## src/rtl/lrt_pkg.sv

```systemverilog
// shared types and constants for the lru room memory table
// no dependencies; imported by every module of the block
package lrt_pkg;

	localparam int ENTRIES     = 8;
	localparam int SLOT_W      = $clog2(ENTRIES);
	localparam int OUT_SLOT_W  = 3;
	localparam int TAG_W       = 8;
	localparam int AGE_W       = 16;
	localparam int MASK_W      = 32;
	localparam int BIT_W       = $clog2(MASK_W);
	localparam int IDX_W       = 8;
	localparam int MARK_BIT    = 7;
	localparam int QUEUE_DEPTH = 2;
	localparam int QPTR_W      = $clog2(QUEUE_DEPTH);

	typedef enum logic [1:0] {
		MODE_CLEAR = 2'd0,
		MODE_ENTER = 2'd1,
		MODE_MARK  = 2'd2,
		MODE_QUERY = 2'd3
	} mode_t;

	typedef struct packed {
		mode_t              mode;
		logic [TAG_W-1:0]   area;
		logic [TAG_W-1:0]   room;
		logic               mark_en;
		logic [BIT_W-1:0]   bit_sel;
	} cmd_t;

	typedef struct packed {
		logic full;
		logic empty;
	} q_stat_t;

	typedef enum logic {
		BK_EXEC = 1'b0,
		BK_AGE  = 1'b1
	} back_state_t;

endpackage

```

## src/rtl/lrt_front.sv

```systemverilog
// front end: takes input beats and classifies them into commands
// depends on lrt_pkg; feeds lrt_queue
module lrt_front import lrt_pkg::*; (
	input  logic               in_valid,
	output logic               in_stall,
	input  logic [1:0]         mode,
	input  logic [TAG_W-1:0]   area_id,
	input  logic [TAG_W-1:0]   room_id,
	input  logic [IDX_W-1:0]   enemy_index,
	input  q_stat_t            q_stat,
	output logic               push,
	output cmd_t               cmd
);

	assign in_stall = q_stat.full;
	assign push     = in_valid && !q_stat.full;

	always_comb begin
		cmd.mode    = mode_t'(mode);
		cmd.area    = area_id;
		cmd.room    = room_id;
		// mark only acts with the gate bit set; other index bits above the select are dropped
		cmd.mark_en = enemy_index[MARK_BIT];
		cmd.bit_sel = enemy_index[BIT_W-1:0];
	end

endmodule

```

## src/rtl/lrt_queue.sv

```systemverilog
// short command queue between front and back end
// depends on lrt_pkg
module lrt_queue import lrt_pkg::*; (
	input  logic    clk,
	input  logic    arst_n,
	input  logic    push,
	input  cmd_t    push_cmd,
	input  logic    pop,
	output cmd_t    head_cmd,
	output q_stat_t q_stat
);

	cmd_t              slot_q [QUEUE_DEPTH];
	logic [QPTR_W-1:0] wr_ptr_q;
	logic [QPTR_W-1:0] rd_ptr_q;
	logic [QPTR_W:0]   cnt_q;

	assign q_stat.full  = (cnt_q == (QPTR_W+1)'(QUEUE_DEPTH));
	assign q_stat.empty = (cnt_q == '0);
	assign head_cmd     = slot_q[rd_ptr_q];

	always_ff @(posedge clk) begin
		if (push) begin
			slot_q[wr_ptr_q] <= push_cmd;
		end
	end

	always_ff @(posedge clk or negedge arst_n) begin
		if (!arst_n) begin
			wr_ptr_q <= '0;
			rd_ptr_q <= '0;
			cnt_q    <= '0;
		end else begin
			if (push) begin
				wr_ptr_q <= (wr_ptr_q == QPTR_W'(QUEUE_DEPTH-1)) ? '0 : wr_ptr_q + 1'b1;
			end
			if (pop) begin
				rd_ptr_q <= (rd_ptr_q == QPTR_W'(QUEUE_DEPTH-1)) ? '0 : rd_ptr_q + 1'b1;
			end
			unique case ({push, pop})
				2'b10:   cnt_q <= cnt_q + 1'b1;
				2'b01:   cnt_q <= cnt_q - 1'b1;
				default: cnt_q <= cnt_q;
			endcase
		end
	end

endmodule

```

## src/rtl/lrt_back.sv

```systemverilog
// back end: holds the table, runs commands and drives the result register
// depends on lrt_pkg; reads commands from lrt_queue
module lrt_back import lrt_pkg::*; (
	input  logic                  clk,
	input  logic                  arst_n,
	input  cmd_t                  head_cmd,
	input  q_stat_t               q_stat,
	output logic                  pop,
	output logic                  out_valid,
	input  logic                  out_stall,
	output logic                  respawn_allowed,
	output logic [OUT_SLOT_W-1:0] current_slot,
	output logic                  room_hit
);

	logic [TAG_W-1:0]  area_q [ENTRIES];
	logic [TAG_W-1:0]  room_q [ENTRIES];
	logic [AGE_W-1:0]  age_q  [ENTRIES];
	logic [MASK_W-1:0] mask_q [ENTRIES];
	logic [SLOT_W-1:0] cur_q;

	back_state_t state_q, state_d;

	logic [SLOT_W-1:0] sel_s1;
	logic              hit_s1;
	logic [TAG_W-1:0]  area_s1;
	logic [TAG_W-1:0]  room_s1;

	logic              out_valid_q;
	logic              out_respawn_q;
	logic [SLOT_W-1:0] out_slot_q;
	logic              out_hit_q;

	logic              out_ok;
	logic              exec_go;
	logic              age_go;
	logic              enter_go;
	logic              hit_c;
	logic [SLOT_W-1:0] hit_idx_c;
	logic [SLOT_W-1:0] old_idx_c;
	logic [AGE_W-1:0]  pivot_c;

	assign out_ok = !out_valid_q || !out_stall;

	// tag lookup, lowest matching entry wins
	always_comb begin
		hit_c     = 1'b0;
		hit_idx_c = '0;
		for (int i = ENTRIES-1; i >= 0; i--) begin
			if (area_q[i] == head_cmd.area && room_q[i] == head_cmd.room) begin
				hit_c     = 1'b1;
				hit_idx_c = SLOT_W'(i);
			end
		end
	end

	// oldest entry, first one wins a tie
	always_comb begin
		logic [AGE_W-1:0] best_age;
		best_age  = age_q[0];
		old_idx_c = '0;
		for (int i = 1; i < ENTRIES; i++) begin
			if (age_q[i] > best_age) begin
				best_age  = age_q[i];
				old_idx_c = SLOT_W'(i);
			end
		end
	end

	// a replaced entry ages as if it held all ones
	assign pivot_c = hit_s1 ? age_q[sel_s1] : '1;

	always_comb begin
		state_d = state_q;
		unique case (state_q)
			BK_EXEC: begin
				if (enter_go) begin
					state_d = BK_AGE;
				end
			end
			BK_AGE: begin
				if (out_ok) begin
					state_d = BK_EXEC;
				end
			end
			default: state_d = BK_EXEC;
		endcase
	end

	always_comb begin
		pop      = 1'b0;
		exec_go  = 1'b0;
		enter_go = 1'b0;
		age_go   = 1'b0;
		unique case (state_q)
			BK_EXEC: begin
				pop      = !q_stat.empty && out_ok;
				enter_go = pop && (head_cmd.mode == MODE_ENTER);
				exec_go  = pop && (head_cmd.mode != MODE_ENTER);
			end
			BK_AGE: begin
				age_go = out_ok;
			end
			default: ;
		endcase
	end

	always_ff @(posedge clk or negedge arst_n) begin
		if (!arst_n) begin
			state_q <= BK_EXEC;
		end else begin
			state_q <= state_d;
		end
	end

	always_ff @(posedge clk) begin
		if (enter_go) begin
			sel_s1  <= hit_c ? hit_idx_c : old_idx_c;
			hit_s1  <= hit_c;
			area_s1 <= head_cmd.area;
			room_s1 <= head_cmd.room;
		end
	end

	always_ff @(posedge clk or negedge arst_n) begin
		if (!arst_n) begin
			for (int i = 0; i < ENTRIES; i++) begin
				area_q[i] <= '1;
				room_q[i] <= '1;
				age_q[i]  <= '1;
				mask_q[i] <= '1;
			end
			cur_q <= '0;
		end else if (exec_go) begin
			unique case (head_cmd.mode)
				MODE_CLEAR: begin
					for (int i = 0; i < ENTRIES; i++) begin
						area_q[i] <= '1;
						room_q[i] <= '1;
						age_q[i]  <= '1;
						mask_q[i] <= '1;
					end
					cur_q <= '0;
				end
				MODE_MARK: begin
					if (head_cmd.mark_en) begin
						mask_q[cur_q][head_cmd.bit_sel] <= 1'b1;
					end
				end
				default: ;
			endcase
		end else if (age_go) begin
			for (int i = 0; i < ENTRIES; i++) begin
				if (SLOT_W'(i) == sel_s1) begin
					age_q[i] <= '0;
				end else if (age_q[i] < pivot_c) begin
					age_q[i] <= age_q[i] + 1'b1;
				end
			end
			if (!hit_s1) begin
				area_q[sel_s1] <= area_s1;
				room_q[sel_s1] <= room_s1;
				mask_q[sel_s1] <= '0;
			end
			cur_q <= sel_s1;
		end
	end

	always_ff @(posedge clk or negedge arst_n) begin
		if (!arst_n) begin
			out_valid_q <= 1'b0;
		end else if (exec_go || age_go) begin
			out_valid_q <= 1'b1;
		end else if (!out_stall) begin
			out_valid_q <= 1'b0;
		end
	end

	always_ff @(posedge clk) begin
		if (exec_go) begin
			out_respawn_q <= (head_cmd.mode == MODE_QUERY) && !mask_q[cur_q][head_cmd.bit_sel];
			out_slot_q    <= (head_cmd.mode == MODE_CLEAR) ? '0 : cur_q;
			out_hit_q     <= 1'b0;
		end else if (age_go) begin
			out_respawn_q <= 1'b0;
			out_slot_q    <= sel_s1;
			out_hit_q     <= hit_s1;
		end
	end

	assign out_valid       = out_valid_q;
	assign respawn_allowed = out_respawn_q;
	assign current_slot    = OUT_SLOT_W'(out_slot_q);
	assign room_hit        = out_hit_q;

endmodule

```

## src/rtl/lru_room_memory_table_unit.sv

```systemverilog
// top level of the lru room memory table: front end, command queue, back end
// depends on lrt_pkg, lrt_front, lrt_queue, lrt_back
//
//  channel | handshake            | payload
//  --------+----------------------+-------------------------------------------
//  input   | in_valid / in_stall  | mode, area_id, room_id, enemy_index
//  output  | out_valid / out_stall| respawn_allowed, current_slot, room_hit
//
// clear, mark and query are done in state BK_EXEC alone; enter passes through BK_EXEC for
// the tag match and oldest-age search and then BK_AGE for the aging update.
// a two-beat command queue lets the input side keep taking beats while a
// result waits in the output register.
// reset sets every tag, age and mask to all ones and points at slot 0; no
// clearing pass, the table is usable the cycle after reset.
module lru_room_memory_table_unit import lrt_pkg::*; (
	input  logic                  clk,
	input  logic                  arst_n,
	input  logic                  in_valid,
	output logic                  in_stall,
	input  logic [1:0]            mode,
	input  logic [TAG_W-1:0]      area_id,
	input  logic [TAG_W-1:0]      room_id,
	input  logic [IDX_W-1:0]      enemy_index,
	output logic                  out_valid,
	input  logic                  out_stall,
	output logic                  respawn_allowed,
	output logic [OUT_SLOT_W-1:0] current_slot,
	output logic                  room_hit
);

	q_stat_t q_stat;
	cmd_t    push_cmd;
	cmd_t    head_cmd;
	logic    push;
	logic    pop;

	lrt_front u_front (
		.in_valid    (in_valid),
		.in_stall    (in_stall),
		.mode        (mode),
		.area_id     (area_id),
		.room_id     (room_id),
		.enemy_index (enemy_index),
		.q_stat      (q_stat),
		.push        (push),
		.cmd         (push_cmd)
	);

	lrt_queue u_queue (
		.clk      (clk),
		.arst_n   (arst_n),
		.push     (push),
		.push_cmd (push_cmd),
		.pop      (pop),
		.head_cmd (head_cmd),
		.q_stat   (q_stat)
	);

	lrt_back u_back (
		.clk             (clk),
		.arst_n          (arst_n),
		.head_cmd        (head_cmd),
		.q_stat          (q_stat),
		.pop             (pop),
		.out_valid       (out_valid),
		.out_stall       (out_stall),
		.respawn_allowed (respawn_allowed),
		.current_slot    (current_slot),
		.room_hit        (room_hit)
	);

endmodule

```

## config.mk

```make
export PLATFORM = sky130hd
export DESIGN_NAME = lru_room_memory_table_unit
export DESIGN_NICKNAME = d
export VERILOG_FILES = /design/src/rtl/lrt_pkg.sv /design/src/rtl/lrt_front.sv /design/src/rtl/lrt_queue.sv /design/src/rtl/lrt_back.sv /design/src/rtl/lru_room_memory_table_unit.sv
export SDC_FILE = /design/constraint.sdc
export NUM_CORES = 2
export LEC_CHECK = 0
export ABC_AREA = 1
export ABC_CLOCK_PERIOD_IN_PS = 10600
export BUFFER_PORTS_ARGS = -buffer_cell sky130_fd_sc_hd__clkbuf_2
export CORE_MARGIN = 1
export CORE_UTILIZATION = 50
export DETAILED_ROUTE_END_ITERATION = 10
export PLACE_DENSITY = 0.68
export SYNTH_ARGS = -nofsm -noshare
export SYNTH_HDL_FRONTEND = slang
export SYNTH_HIERARCHICAL = 1
export SYNTH_SLANG_ARGS = --single-unit
```

## constraint.sdc

```tcl
create_clock -name clk -period 10.6 [get_ports clk]
set_input_delay 0.53 -clock clk [delete_from_list [all_inputs] [get_ports clk]]
set_output_delay 0.53 -clock clk [all_outputs]
set_load 0.02 [all_outputs]
```

==> results_dict.tcl <==
set metrics [dict create \
    outcome "complete, but fails checks" \
    die-area_um2 76600 \
    async_flop_share_pct 87.7 \
    synth_edf_count 72 \
    finalNonFillerCells 5939 \
    finalNetCount 5181 \
    dr_total_vias 35400 \
    rows 100 \
    cp_slowest_cell "dfstp_2" \
    max_freq_ghz 0.0921 \
    clk_pin_slew_ns 0.06 \
    reg2regPathDepth 70 \
    cp.depth 70 \
    start_util_pct 50.6 \
    max_cap_viol_count 0 \
    crit_buf_inv 10 \
    drc_errors 0 \
    fin_crit_ns 10.86 \
    synth_flop_cell "dfstp_2" \
    io-pin-count 37 \
    critical_path_class "reg2reg" \
    synth.largest_area_cell "dfstp_2" \
    drive_gt1_share_pct 25.2 \
    violations "negative setup slack" \
    crit_path_frequent_cell "nand2_4" \
    ys_ff_latch 594 \
    setup_slack_ns -0.258 \
    synth_top_cell_area_share_pct 35.7 \
    hold_depth 1 \
    antenna_found_initial 1 \
    netlist_instances 4745 \
    cts_htree_levels 3 \
    synth_area_leaders "dfstp_2, nand2_1, ha_1, edfxtp_1, inv_1" \
    crit_arrival_ns 11.23 \
    ant_nets 0 \
    numClockSinks 594 \
    syn_area_per_cell_um2 7.95 \
    synth.distinct_cells 65 \
    place_congestion 0.998 \
    cts_tree "built" \
    wl_per_cell_um 20.8 \
    root_buffer "clkbuf_16" \
    insertion_delay_ns 0.65 \
    n_fill_cell 6479 \
    via_per_inst 5.97 \
    cts_buffers 69 \
    die_w_um 277 \
    pre_cts_ws_ns -1.01 \
    portBuffers 34 \
    fin_skew_ns 0.0465 \
    yosysMostFrequentCell "nand2_1" \
    core_um2 74600 \
    area_growth_pct 17.6 \
    overflow 0 \
    cp.required_ns 10.97 \
    path_delay_family "compound AO/OA/AOI/OAI gates" \
    syn_area_um2 37700 \
    slew-limit-headroom_pct 29.3 \
    grt_usage_pct 31.3 \
    grt_first_pass_wirelength_mm 190 \
    place_inst 5747 \
    drt_wl_total_mm 123 \
    firstDrtPassIters 6 \
    clockBufferDepth 3 \
    r2r_start "u_back/age_q[127]$_DFFE_PN1P_" \
    cp_max_fo 7 \
    post-dp-hpwl_mm 80.3 \
    endpoint_kind "register" \
    worstMarginPinSlew_ns 1.06 \
    rsz0062_at_grt "yes" \
    n_antenna_cell 0 \
    startpoint "u_back/age_q[127]$_DFFE_PN1P_" \
    fin_crit_sh_pct 102 \
    yosysSeqAreaShare_pct 42.0 \
    die_y_um 277 \
    grt_max_degree 160 \
    finalMaxSlewViolations 0 \
    finalSetupViolCount 3 \
    fin_tns_setup_ns -0.663 \
    critPathLaunchType "register" \
    synth_common_cells "nand2_1, dfstp_2, inv_1, o21ai_0, a21oi_1" \
    synth_nets 5012 \
    first_iter_violations 3793 \
    slowest_delay_ns 0.53 \
    synth_warnings 6 \
    first_global_vias 33300 \
    hold_viol 0 \
    worstHoldPathType "in2reg" \
    worstHoldStart "enemy_index[0]" \
]
==> state kept, by name (all words and copies together), names as in the netlist, 2 cells and up <==
signal	cells
u_back/room_s1	8
u_back/age_q	128
u_queue/slot_q	48
u_back/room_q	64
u_back/sel_s1	3
u_back/mask_q	256
u_back/area_s1	8
u_back/cur_q	3
u_queue/cnt_q	2
u_back/current_slot	3
u_back/area_q	64
==> path summary, 6_finish.rpt <==
| path | end | slack (ns) |
|---|---|---|
| worst min-delay path | u_queue/slot_q[1][0]$_DFFE_PP_ | 0.07 |
| min in group asynchronous | u_back/cur_q[2]$_DFFE_PN0P_ | 0.58 |
| worst max-delay path | u_back/sel_s1[2]$_DFFE_PP_ | -0.26 |
| max in group asynchronous | u_back/mask_q[122]$_DFFE_PN1P_ | 7.90 |
| worst min register to register | u_back/room_q[22]$_DFFE_PN1P_ | 0.47 |
| worst max register to register | u_back/sel_s1[2]$_DFFE_PP_ | -0.26 |
==> per-stage QoR <==
step                util [%]  hold slack, ns  cell area [um^2]
finish                  59.5          0.0682             44400
global route            59.5          0.0564             44400
CTS                     58.2          0.0447             43400
detailed placement      53.9           0.459             40200
global placement        53.9           0.456             40200
floorplan                  -           0.234             37700
==> layout by cell type, fill, tap and decap left out, types with 86 or more instances in the layout <==
master	count
a211oi_1	86
nand3_1	127
nand2_1	1006
a21oi_1	355
o22ai_1	138
inv_1	494
ha_1	209
buf_4	302
dfstp_2	512
a31oi_1	92
nor2_1	317
o21ai_0	308
==> timing repair <==
action | in CTS | in global routing
setup buffers | 35 | 21
pin swaps | 49 | 107
gates resized for setup | 151 | 159
gates cloned | 9 | 2
hold buffers | 1 | 0
setup endpoints to repair | 3 | 3
hold endpoints to repair | 3 | 0
==> metal layers <==
| layer | track usage, % | routed length, um | up-vias |
|---|---|---|---|
| li1 | - | - | 16600 |
| met1 | 42.9 | 52300 | 17000 |
| met2 | 49.7 | 56100 | 1508 |
| met3 | 4.78 | 9570 | 311 |
| met4 | 12.5 | 5340 | 0 |
| met5 | 0 | 0 | - |
==> kinds of logic after synthesis <==
logic type	synth area share (%)
AOI/OAI and AO/OA	21.0
buffers and inverters	8.35
adders and majority gates	7.86
xor gates and xnor gates	2.18
muxes	0.209
and+or+nand+nor	18.3
DFF	42.0
==> layout make-up <==
type                            count  area [um^2]  share of cell area [%]
Tap cell                          969         1210                    2.73
Inverter                          530         2000                    4.51
Multi-Input combinational cell   3352        20000                    45.0
Clock inverter                     29          435                   0.981
Sequential cell                   594        15900                    35.8
Timing Repair Buffer              365         2860                    6.45
Clock buffer                       98         2000                    4.51
Timing Repair inverter              2         15.0                  0.0338
Power is not shown: default switching activity piles up to over one toggle a cycle in this logic, so the estimate is an artifact.
